**config.mk**
```make
export PLATFORM = sky130hd
export DESIGN_NAME = sync_length_checksum_frame_receiver_top_flat
export DESIGN_NICKNAME = d
export VERILOG_FILES = /design/src/sv/slcfr_pkg.sv /design/src/sv/slcfr_in_if.sv /design/src/sv/slcfr_out_if.sv /design/src/sv/sync_length_checksum_frame_receiver_top.sv /design/src/sv/slcfr_cfg.sv /design/src/sv/slcfr_core.sv /design/src/flat_wrapper.sv
export VERILOG_INCLUDE_DIRS = /design/src /design/src/sv
export SDC_FILE = /design/constraint.sdc
export NUM_CORES = 1
export LEC_CHECK = 0
export ABC_CLOCK_PERIOD_IN_PS = 12000
export BUFFER_PORTS_ARGS = -buffer_cell sky130_fd_sc_hd__clkbuf_2
export CAP_MARGIN = 20
export CORE_AREA = 3 3 132 121
export DETAILED_ROUTE_END_ITERATION = 6
export DIE_AREA = 0 0 135 124
export PLACE_DENSITY = 0.64
export REMOVE_ABC_BUFFERS = 1
export SETUP_SLACK_MARGIN = 0.4
export SLEW_MARGIN = 20
export SYNTH_ARGS = -nofsm -noshare
export SYNTH_HDL_FRONTEND = slang
export SYNTH_HIERARCHICAL = 1
export SYNTH_SLANG_ARGS = --single-unit
```
**constraint.sdc**
```tcl
create_clock -name i_clk -period 12 [get_ports i_clk]
set_input_delay 1.2 -clock i_clk [delete_from_list [all_inputs] [get_ports i_clk]]
set_output_delay 1.2 -clock i_clk [all_outputs]
set_load 0.05 [all_outputs]
```
**src/sv/sync_length_checksum_frame_receiver_top_assert.svh**
```systemverilog
// Assertion macros used by the frame receiver core.
// Defining ASSERT_OFF compiles every check away.
`ifndef SYNC_LENGTH_CHECKSUM_FRAME_RECEIVER_TOP_ASSERT_SVH
`define SYNC_LENGTH_CHECKSUM_FRAME_RECEIVER_TOP_ASSERT_SVH

`ifndef ASSERT_OFF
// Check that is switched off while reset is held
`define SLCFR_ASSERT(lbl, prop, msg) \
    lbl: assert property (@(posedge i_clk) disable iff (!i_rst_n) prop) else $error(msg);
// Check that also runs during reset
`define SLCFR_ASSERT_RST(lbl, prop, msg) \
    lbl: assert property (@(posedge i_clk) prop) else $error(msg);
`else
`define SLCFR_ASSERT(lbl, prop, msg)
`define SLCFR_ASSERT_RST(lbl, prop, msg)
`endif

`endif

```
**src/sv/slcfr_pkg.sv**
```systemverilog
package slcfr_pkg;

    // Input item modes
    localparam logic [1:0] MODE_ARM  = 2'd0;
    localparam logic [1:0] MODE_BYTE = 2'd1;
    localparam logic [1:0] MODE_TICK = 2'd2;

    // Result event codes
    typedef enum logic [1:0] {
        EV_PAYLOAD = 2'd0,
        EV_GOOD    = 2'd1,
        EV_BAD     = 2'd2,
        EV_TIMEOUT = 2'd3
    } t_event;

    // Configuration register map (byte address bit 2 selects the register)
    localparam int unsigned CFG_ADDR_W  = 3;
    localparam logic        REG_SYNC    = 1'b0;
    localparam logic        REG_TIMEOUT = 1'b1;

    localparam logic [7:0]  SYNC_RESET    = 8'hAA;
    localparam logic [15:0] TIMEOUT_RESET = 16'd1000;
    localparam logic [15:0] TICKS_MAX     = 16'hFFFF;

    typedef struct packed {
        logic [7:0]  sync_value;
        logic [15:0] timeout_ticks;
    } t_cfg;

    typedef struct packed {
        t_event     event_res;
        logic [7:0] frame_type;
        logic [7:0] frame_length;
        logic [7:0] payload_byte;
        logic [7:0] byte_index;
    } t_result;

endpackage

```
**src/sv/slcfr_in_if.sv**
```systemverilog
// Input channel: one mode code and one received byte per transfer
interface slcfr_in_if;
    logic       valid;
    logic       ready;
    logic [1:0] mode;
    logic [7:0] rx_byte;

    modport source (output valid, output mode, output rx_byte, input ready);
    modport sink   (input valid, input mode, input rx_byte, output ready);
endinterface

```
**src/sv/slcfr_out_if.sv**
```systemverilog
// Result channel: one receiver event per transfer
interface slcfr_out_if;
    logic       valid;
    logic       ready;
    logic [1:0] event_res;
    logic [7:0] frame_type;
    logic [7:0] frame_length;
    logic [7:0] payload_byte;
    logic [7:0] byte_index;

    modport source (output valid, output event_res, output frame_type, output frame_length,
                    output payload_byte, output byte_index, input ready);
    modport sink   (input valid, input event_res, input frame_type, input frame_length,
                    input payload_byte, input byte_index, output ready);
endinterface

```
**src/sv/sync_length_checksum_frame_receiver_top.sv**
```systemverilog
// Latency: a result is valid in the cycle after its input transfer.
// Throughput: one input transfer per cycle; the output register is refilled
// in the same cycle that its result is taken, so a stalled sink holds up input.
// Reset (i_rst_n, synchronous, active low): receiver idle and unarmed, no
// result pending, sync_value back to 0xAA and timeout_ticks back to 1000.
module sync_length_checksum_frame_receiver_top
    import slcfr_pkg::*;
(
    input  logic                  i_clk,
    input  logic                  i_rst_n,
    slcfr_in_if.sink              i_item,
    slcfr_out_if.source           o_result,
    input  logic                  psel,
    input  logic                  penable,
    input  logic                  pwrite,
    input  logic [CFG_ADDR_W-1:0] paddr,
    input  logic [31:0]           pwdata,
    output logic [31:0]           prdata,
    output logic                  pready
);

    t_cfg w_cfg;

    // Configuration registers
    slcfr_cfg u_cfg (
        .i_clk   (i_clk),
        .i_rst_n (i_rst_n),
        .psel    (psel),
        .penable (penable),
        .pwrite  (pwrite),
        .paddr   (paddr),
        .pwdata  (pwdata),
        .prdata  (prdata),
        .pready  (pready),
        .o_cfg   (w_cfg)
    );

    // Frame parser and result register
    slcfr_core u_core (
        .i_clk    (i_clk),
        .i_rst_n  (i_rst_n),
        .i_cfg    (w_cfg),
        .i_item   (i_item),
        .o_result (o_result)
    );

endmodule

```
**src/sv/slcfr_cfg.sv**
```systemverilog
module slcfr_cfg
    import slcfr_pkg::*;
(
    input  logic                  i_clk,
    input  logic                  i_rst_n,
    input  logic                  psel,
    input  logic                  penable,
    input  logic                  pwrite,
    input  logic [CFG_ADDR_W-1:0] paddr,
    input  logic [31:0]           pwdata,
    output logic [31:0]           prdata,
    output logic                  pready,
    output t_cfg                  o_cfg
);

    logic [7:0]  r_sync_value;
    logic [15:0] r_timeout_ticks;
    logic        w_wr;

    // No wait states
    assign pready = 1'b1;
    assign w_wr   = psel && penable && pwrite && pready;

    // Register writes in the access phase
    always_ff @(posedge i_clk) begin
        if (!i_rst_n) begin
            r_sync_value    <= SYNC_RESET;
            r_timeout_ticks <= TIMEOUT_RESET;
        end else if (w_wr) begin
            if (paddr[2] == REG_SYNC) begin
                r_sync_value <= pwdata[7:0];
            end else begin
                r_timeout_ticks <= pwdata[15:0];
            end
        end
    end

    // Read-back mux
    always_comb begin
        if (paddr[2] == REG_TIMEOUT) begin
            prdata = {16'd0, r_timeout_ticks};
        end else begin
            prdata = {24'd0, r_sync_value};
        end
    end

    assign o_cfg.sync_value    = r_sync_value;
    assign o_cfg.timeout_ticks = r_timeout_ticks;

endmodule

```
**src/sv/slcfr_core.sv**
```systemverilog
`include "sync_length_checksum_frame_receiver_top_assert.svh"

module slcfr_core
    import slcfr_pkg::*;
(
    input  logic       i_clk,
    input  logic       i_rst_n,
    input  t_cfg       i_cfg,
    slcfr_in_if.sink   i_item,
    slcfr_out_if.source o_result
);

    // Frame state
    logic        r_armed, n_armed;
    logic        r_in_frame, n_in_frame;
    logic [8:0]  r_byte_count, n_byte_count;
    logic [7:0]  r_held_type, n_held_type;
    logic [7:0]  r_held_length, n_held_length;
    logic [7:0]  r_running_sum, n_running_sum;
    logic [15:0] r_elapsed, n_elapsed;

    // Result register
    logic        r_out_valid;
    t_result     r_res, n_res;
    logic        n_has_res;

    logic        w_accept;
    logic [15:0] w_tick_next;
    logic [8:0]  w_pos;
    logic [8:0]  w_len9;

    // Output register frees up when empty or drained this cycle
    assign i_item.ready = !r_out_valid || o_result.ready;
    assign w_accept     = i_item.valid && i_item.ready;

    assign w_tick_next = (r_elapsed != TICKS_MAX) ? (r_elapsed + 16'd1) : r_elapsed;
    assign w_pos       = r_byte_count - 9'd2;
    assign w_len9      = {1'b0, r_held_length};

    // Next state and result for the item on the input
    always_comb begin
        n_armed       = r_armed;
        n_in_frame    = r_in_frame;
        n_byte_count  = r_byte_count;
        n_held_type   = r_held_type;
        n_held_length = r_held_length;
        n_running_sum = r_running_sum;
        n_elapsed     = r_elapsed;
        n_has_res     = 1'b0;
        n_res.event_res    = EV_PAYLOAD;
        n_res.payload_byte = 8'd0;
        n_res.byte_index   = 8'd0;

        unique case (i_item.mode)
            MODE_ARM: begin
                n_armed       = 1'b1;
                n_in_frame    = 1'b0;
                n_byte_count  = 9'd0;
                n_held_type   = 8'd0;
                n_held_length = 8'd0;
                n_running_sum = 8'd0;
                n_elapsed     = 16'd0;
            end
            MODE_TICK: begin
                if (r_armed) begin
                    n_elapsed = w_tick_next;
                    if (w_tick_next >= i_cfg.timeout_ticks) begin
                        n_has_res       = 1'b1;
                        n_res.event_res = EV_TIMEOUT;
                        n_armed         = 1'b0;
                        n_in_frame      = 1'b0;
                    end
                end
            end
            MODE_BYTE: begin
                if (r_armed) begin
                    if (!r_in_frame) begin
                        // Hunting: only the sync byte matters
                        if (i_item.rx_byte == i_cfg.sync_value) begin
                            n_in_frame    = 1'b1;
                            n_byte_count  = 9'd0;
                            n_running_sum = 8'd0;
                        end
                    end else if (r_byte_count == 9'd0) begin
                        n_held_type   = i_item.rx_byte;
                        n_running_sum = i_item.rx_byte;
                        n_byte_count  = 9'd1;
                    end else if (r_byte_count == 9'd1) begin
                        n_held_length = i_item.rx_byte;
                        n_running_sum = r_running_sum + i_item.rx_byte;
                        n_byte_count  = 9'd2;
                    end else if (w_pos < w_len9) begin
                        // Payload byte goes straight out
                        n_running_sum      = r_running_sum + i_item.rx_byte;
                        n_byte_count       = r_byte_count + 9'd1;
                        n_has_res          = 1'b1;
                        n_res.event_res    = EV_PAYLOAD;
                        n_res.payload_byte = i_item.rx_byte;
                        n_res.byte_index   = w_pos[7:0];
                    end else begin
                        // Checksum byte gives the verdict
                        n_has_res       = 1'b1;
                        n_res.event_res = (r_running_sum == i_item.rx_byte) ? EV_GOOD : EV_BAD;
                        n_armed         = 1'b0;
                        n_in_frame      = 1'b0;
                    end
                end
            end
            default: begin
                // Unused mode: nothing happens
            end
        endcase

        n_res.frame_type   = n_held_type;
        n_res.frame_length = n_held_length;
    end

    // Control state
    always_ff @(posedge i_clk) begin
        if (!i_rst_n) begin
            r_armed     <= 1'b0;
            r_in_frame  <= 1'b0;
            r_out_valid <= 1'b0;
        end else begin
            if (w_accept) begin
                r_armed     <= n_armed;
                r_in_frame  <= n_in_frame;
                r_out_valid <= n_has_res;
            end else if (o_result.ready) begin
                r_out_valid <= 1'b0;
            end
        end
    end

    // Counters and held frame fields
    always_ff @(posedge i_clk) begin
        if (!i_rst_n) begin
            r_byte_count  <= 9'd0;
            r_held_type   <= 8'd0;
            r_held_length <= 8'd0;
            r_running_sum <= 8'd0;
            r_elapsed     <= 16'd0;
        end else if (w_accept) begin
            r_byte_count  <= n_byte_count;
            r_held_type   <= n_held_type;
            r_held_length <= n_held_length;
            r_running_sum <= n_running_sum;
            r_elapsed     <= n_elapsed;
        end
    end

    // Result payload
    always_ff @(posedge i_clk) begin
        if (w_accept && n_has_res) begin
            r_res <= n_res;
        end
    end

    assign o_result.valid        = r_out_valid;
    assign o_result.event_res    = r_res.event_res;
    assign o_result.frame_type   = r_res.frame_type;
    assign o_result.frame_length = r_res.frame_length;
    assign o_result.payload_byte = r_res.payload_byte;
    assign o_result.byte_index   = r_res.byte_index;

    // Checks
    `SLCFR_ASSERT(a_frame_needs_arm, r_in_frame |-> r_armed, "in frame while not armed")
    `SLCFR_ASSERT(a_count_in_range, (r_in_frame && (r_byte_count >= 9'd2)) |-> (w_pos <= w_len9), "payload count ran past declared length")
    `SLCFR_ASSERT(a_end_disarms, (w_accept && n_has_res && (n_res.event_res != EV_PAYLOAD)) |=> !r_armed, "verdict or timeout left the receiver armed")
    `SLCFR_ASSERT(a_payload_in_frame, (w_accept && n_has_res && (n_res.event_res == EV_PAYLOAD)) |=> r_in_frame, "payload byte issued outside a frame")
    `SLCFR_ASSERT_RST(a_reset_empty, !i_rst_n |=> !r_out_valid, "result pending after reset")

endmodule
```
**src/flat_wrapper.sv**
```systemverilog
// flat-port wrapper written by rule: the top's interface ports become plain ports
module sync_length_checksum_frame_receiver_top_flat import slcfr_pkg::*;
  (i_clk, i_rst_n, psel, penable, pwrite, paddr, pwdata, prdata, pready, i_item_valid, i_item_mode, i_item_rx_byte, i_item_ready, o_result_valid, o_result_event_res, o_result_frame_type, o_result_frame_length, o_result_payload_byte, o_result_byte_index, o_result_ready);
  slcfr_in_if i_item_i ();
  slcfr_out_if o_result_i ();
  input  logic i_clk;
  input  logic i_rst_n;
  input  logic psel;
  input  logic penable;
  input  logic pwrite;
  input  logic [CFG_ADDR_W-1:0] paddr;
  input  logic [31:0] pwdata;
  output logic [31:0] prdata;
  output logic pready;
  input wire logic [$bits(i_item_i.valid)-1:0] i_item_valid;
  input wire logic [$bits(i_item_i.mode)-1:0] i_item_mode;
  input wire logic [$bits(i_item_i.rx_byte)-1:0] i_item_rx_byte;
  output wire logic [$bits(i_item_i.ready)-1:0] i_item_ready;
  output wire logic [$bits(o_result_i.valid)-1:0] o_result_valid;
  output wire logic [$bits(o_result_i.event_res)-1:0] o_result_event_res;
  output wire logic [$bits(o_result_i.frame_type)-1:0] o_result_frame_type;
  output wire logic [$bits(o_result_i.frame_length)-1:0] o_result_frame_length;
  output wire logic [$bits(o_result_i.payload_byte)-1:0] o_result_payload_byte;
  output wire logic [$bits(o_result_i.byte_index)-1:0] o_result_byte_index;
  input wire logic [$bits(o_result_i.ready)-1:0] o_result_ready;
  assign i_item_i.valid = i_item_valid;
  assign i_item_i.mode = i_item_mode;
  assign i_item_i.rx_byte = i_item_rx_byte;
  assign i_item_ready = i_item_i.ready;
  assign o_result_valid = o_result_i.valid;
  assign o_result_event_res = o_result_i.event_res;
  assign o_result_frame_type = o_result_i.frame_type;
  assign o_result_frame_length = o_result_i.frame_length;
  assign o_result_payload_byte = o_result_i.payload_byte;
  assign o_result_byte_index = o_result_i.byte_index;
  assign o_result_i.ready = o_result_ready;
  sync_length_checksum_frame_receiver_top u_core (.i_clk(i_clk), .i_rst_n(i_rst_n), .i_item(i_item_i), .o_result(o_result_i), .psel(psel), .penable(penable), .pwrite(pwrite), .paddr(paddr), .pwdata(pwdata), .prdata(prdata), .pready(pready));
endmodule
```
## After elaboration in Yosys (flattened, before gate mapping)

Cells that the tools add are included.
W data, S select, Z words.

- Flip-flop bits (word level): 110
- Output and inout bits: 69
- Logic and storage cells: 115
- Bits of input ports: 52

- Equal/unequal tests: 11
- Reduce and logical (&&, ||, !) cells: 19
- Add/subtract/negate cells: 4
- Multiplexer cells: 59
- $lt $le $gt $ge: 2
- Bitwise gates (word level): 5

Operators by type and width:

| operator | count |
|---|---|
| $mux W8 | 13 |
| $mux W9 | 6 |
| $mux W16 | 3 |
| $pmux W8 S2 | 3 |
| $pmux W16 S2 | 1 |
| $mux W1 | 20 |
| $pmux W9 S2 | 1 |
| $add A16 B1 Y16 const B | 1 |
| $eq A8 B8 Y1 | 2 |
| $ge A16 B16 Y1 | 1 |
| $mux W2 | 8 |
| $ne A16 B16 Y1 const B | 1 |
| $reduce_and A5 Y1 | 2 |
| $add A9 B1 Y9 const B | 1 |
| $eq A9 B1 Y1 const B | 1 |
| $logic_not A9 Y1 | 1 |
| $lt A9 B8 Y1 | 1 |
| $sub A9 B2 Y9 const B | 1 |
| $add A8 B8 Y8 | 1 |
| $ne A2 B2 Y1 const B | 3 |
| $pmux W1 S3 | 2 |
| $reduce_and A2 Y1 | 3 |
| $reduce_bool A2 Y1 | 3 |
| $reduce_or A6 Y1 | 1 |
| 13 further kinds | 20 |

## Logic depth before layout (Yosys ltp)

- Depth in word-level cells: 8
- Mapped depth: 13
- Gate-level depth less buffers: 13

## Cells and area by module

The synthesis kept the hierarchy.

Modules (own cells, without submodules):

| module | seq. area each (um2) | area each (um2) | times used | cells an instance |
|---|---|---|---|---|
| slcfr_core | 2062.0 | 5273.8 | 1 | 599 |
| slcfr_cfg | 480.5 | 1287.5 | 1 | 136 |

## Worst setup path after synthesis

No wires, ideal clock.

- Path type: reg-to-reg
- Start: reg u_core.u_core.r_elapsed[0]
- End: reg u_core.u_core.r_res (netlist bit u_core/u_core/o_result.byte_index[0]) (enable)
- Cell stages (with the launch flop): 12
- Setup slack: 6275 ps
- Arrival time: 5248 ps
- Path buffers: 0
- Required time: 11523 ps
- Setup time: 477 ps
- Clock period less this slack: 5725 ps
- Cell sequence: dfxtp_1 ha_1 nand3_1 nor3_1 nand2_1 mux2_2 ha_1 a2111o_1 a31oi_1 o21ai_0 nand3b_1 a211oi_1

- Cells in the longest elaborated chain, start to end: 7
- Elaborated cells on any way between the ends: 8
- Classes of those cells: 1 x add/sub; 1 x order compare; 1 x eq/ne; 4 x mux; 1 x reduce/logical

RTL lines:

| what | RTL line | RTL |
|---|---|---|
| start, declared | slcfr_core.sv:20 | `logic [15:0] r_elapsed, n_elapsed;` |
| start signal, assigned | slcfr_core.sv:148 | `r_elapsed <= n_elapsed;` |
| $add A16 B1 Y16 / $ne A16 B16 Y1 (equally long branches) | slcfr_core.sv:36 | `assign w_tick_next = (r_elapsed != TICKS_MAX) ? (r_elapsed + 16'd1) : r_elapsed;` |
| $mux W16 * | slcfr_core.sv:36 |  |
| $ge A16 B16 Y1 * | slcfr_core.sv:67 | `if (w_tick_next >= i_cfg.timeout_ticks) begin` |
| $mux W1 * | slcfr_core.sv:67 |  |
| $mux W1 * | slcfr_core.sv:65 | `if (r_armed) begin` |
| $pmux W1 S2 * | slcfr_core.sv:54 | `unique case (i_item.mode)` |
| $logic_and A1 B1 Y1 * | slcfr_core.sv:154 | `if (w_accept && n_has_res) begin` |
| end signal, assigned | slcfr_core.sv:155 | `r_res <= n_res;` |
| end, declared | slcfr_core.sv:24 | `t_result r_res, n_res;` |

Every way passes the cells marked *; elsewhere a longest branch is shown, timed or not.
A chain may end at the register's enable or synchronous reset.

## Worst setup path after layout

- Start: reg u_core.u_core.r_elapsed[0]
- End: reg u_core.u_core.r_res (netlist bit u_core/u_core/o_result.frame_type[6]) (enable)

The elaborated chain is that of the path after synthesis.

==> impl_metrics.toml <==
[run_status]
status = "completed"

[sta]
rsz0062_at_grt = "false"
finalSetupTns_ns = 0
finalMaxSlewViolations = 0
tightestPinTransition_ns = 0.945
setup_viol = 0
finClkSkew_ns = 0.00929
max_freq_mhz = 217
relSlewSlack_pct = 36.6
fin_crit_ns = 4.61
hold_viol = 0
finalCritPeriodShare_pct = 38.4

[final_layout]
drive_above_1_share_pct = 15.5
multi_input_area_um2 = 3630
final_nets = 890
n_fill_cell = 1352
synthToLayoutAreaGrowth_pct = 11.6
final_common_cell = "clkbuf_2"
diodes = 0
final_area_um2 = 7320
regArea_um2 = 2540
final_cell_mix = "85 x clkbuf_2, 76 x dfxtp_1, 74 x nand2_1, 54 x nor2_1, 44 x inv_1"

[yosys]
synth.largest_area_cell = "dfxtp_1"
async_flop_share_pct = 0
synth_top_cells_by_area = "dfxtp_1 23%, edfxtp_1 16%, ha_1 7.6%"
synth_cell_types = 66
netlist_instances = 735
seq_area_frac_synth_pct = 38.7
ys_ff_latch = 110
yosys_most_used_dff = "dfxtp_1"
synth-edff-count = 34
synth_warnings = 6
syn_area_per_cell_um2 = 8.93
netlist_area_um2 = 6560
synth_top_cell_area_share_pct = 23.2

[setup_path]
worstSetupStartpointType = "register"
crit_family = "simple AND/OR/NAND/NOR gates"
critPathKind = "reg2reg"
cp_data_required_time_ns = 12.02
crit_top_cell = "ha_1"
max_stage_delay_ns = 0.58
cp_slowest_cell = "nor3_1"
cp_cell_sequence = "ha_1 > nand3_1 > nor3_1 > nand2_1 > mux2_2 > ha_1 > a2111o_1 > a31oi_1 > o21ai_0 > nand3b_1 > a211oi_4 > buf_4"
cp.arrival_ns = 4.63
critPathBufInv = 1
path_max_fanout = 32
critPathCaptureType = "register"

[die]
die_h_um = 124
io_pins = 121
coreArea_um2 = 14700
start_util_pct = 44.8
fp-row-count = 42
dieArea_um2 = 16700
die_x_um = 135

[clocking]
clkLatencyLatePin_ns = 0.36
cts_buffer_depth = 2
cts_setup_buffers = 0
clockRootBuffer = "clkbuf_16"
cts_sinks = 110
hold_buffers = 0
cts_tree = "built"
cts_resized = 0
clk_pin_slew_ns = 0.08
htreeDepth = 3
cts_buffers = 9

[global_routing]
grt_pass1_vias = 5266
grt_max_degree = 66
overflow = 0
grtUsageTotal_pct = 18.9
antenna_found_initial = 0
grt_pass1_wl_mm = 25.4

[routing]
wl_per_cell_um = 15.5
drt_iter0_drc = 342
vias = 5500
via_per_inst = 5.50
drc = 0
drt_wl_total_mm = 15.5
drtPass1Iterations = 5
antenna_left = 0

[pwr]
leakagePower_nw = 3.01
p_per_area_nw_per_um2 = 104
ir_drop_mv = 0.0784
finalPower_mw = 0.762

[place]
place.gp.congestion = 0.930
hpwl_mm = 11.4
io_buffers = 85
place_area_um2 = 7020

[min_path]
hp-class = "reg2reg"

[flow_run]
max_cap_violations = 0
## cells in the mapped netlist, types with 3 or more instances
master and n:
mux2_2 11, nor3_1 10, nand4_1 13, nand2_1 74, nor2b_1 23, a22o_1 5, inv_1 44, o21bai_1 3
o211ai_1 12, clkbuf_1 23, xnor2_1 24, o31ai_1 17, and2_1 16, dfxtp_1 76, o21a_1 3, nor4_1 5
nand3_1 32, a21oi_1 25, nand2b_1 8, nor2_1 54, and3_1 10, a211oi_1 3, a21o_1 6, a22oi_1 17
xor2_1 6, mux2i_1 30, buf_4 17, o21ai_0 38, ha_1 40, buf_1 3, a31oi_1 7, buf_2 4
edfxtp_1 34
## layer usage
layer | global-route usage [%] | share of wire (%)
met3 | 3.39 | 5.5
met5 | 0 | 0
met1 | 23.3 | 44
met2 | 32.9 | 48
met4 | 7.62 | 2.3
## worst register-to-register path, stage by stage, from the launching register on
cell      delay [ns]
dfxtp_1         0.48
ha_1            0.28
nand3_1         0.21
nor3_1          0.58
nand2_1         0.37
mux2_2          0.36
ha_1            0.28
a2111o_1        0.13
a31oi_1         0.13
o21ai_0         0.40
nand3b_1        0.27
a211oi_4        0.34
buf_4           0.41
## power by group
| group | internal [mW] | switching, mW |
|---|---|---|
| Clock | 0.165 | 0.141 |
| Sequential | 0.383 | 0.00356 |
| Combinational | 0.0193 | 0.0501 |
## worst paths after layout
check	from	endpoint	slack, ns	depth (start not counted)
setup reg to reg	u_core/u_core/r_elapsed[0]	u_core/u_core/o_result.frame_type[6]	7.39	12
setup / recovery	u_core/u_core/r_elapsed[0]	u_core/u_core/o_result.frame_type[6]	7.39	12
hold / removal	u_core/u_core/r_running_sum[0]	u_core/u_core/r_running_sum[0]	0.47	2
hold reg to reg	u_core/u_core/r_running_sum[0]	u_core/u_core/r_running_sum[0]	0.47	2
## cell type report
| cell class | instances | share of cell area, % |
|---|---|---|
| repair buffers | 87 | 6.02 |
| multi-input cells | 545 | 49.5 |
| flip-flops and latches | 110 | 34.7 |
| clock buffers | 11 | 3.18 |
| clock inverters | 5 | 0.923 |
| well taps | 198 | 3.38 |
| inverters | 44 | 2.26 |
## stage by stage
| step | setup slack, ns | hold WS [ns] | util, % | instances |
|---|---|---|---|---|
| after detailed placement | 7.49 | 0.461 | 47.8 | 984 |
| after CTS | 7.45 | 0.471 | 49.9 | 1000 |
| after global routing | 6.98 | 0.494 | 49.9 | 1000 |
| final | 7.39 | 0.469 | 49.9 | 1000 |
| after global placement | 7.58 | 0.453 | 47.8 | 984 |
| after floorplan | 6.28 | 0.442 | - | 699 |
## cell families after synthesis
kind of cell | Yosys count | share of synthesized area, %
AND/OR/NAND/NOR | 259 | 19.5
AO/OA/AOI/OAI | 157 | 16.1
buffers and inverters | 95 | 7.13
XOR/XNOR | 30 | 4.00
adder cells (fa/ha/maj) | 41 | 7.93
multiplexers | 41 | 6.46
flip-flops | 110 | 38.7
other | 2 | 0.114
## registers in the layout, indices dropped and copies added (netlist names)
| register | count |
|---|---|
| u_core/u_cfg/r_sync_value | 8 |
| u_core/u_cfg/r_timeout_ticks | 16 |
| u_core/u_core/o_result.byte_index | 8 |
| u_core/u_core/o_result.event_res | 2 |
| u_core/u_core/o_result.frame_length | 8 |
| u_core/u_core/o_result.frame_type | 8 |
| u_core/u_core/o_result.payload_byte | 8 |
| u_core/u_core/o_result.valid | 1 |
| u_core/u_core/r_armed | 1 |
| u_core/u_core/r_byte_count | 9 |
| u_core/u_core/r_elapsed | 16 |
| u_core/u_core/r_held_length | 8 |
| u_core/u_core/r_held_type | 8 |
| u_core/u_core/r_in_frame | 1 |
| u_core/u_core/r_running_sum | 8 |
Note: power is estimated with default switching activity, not from simulation.
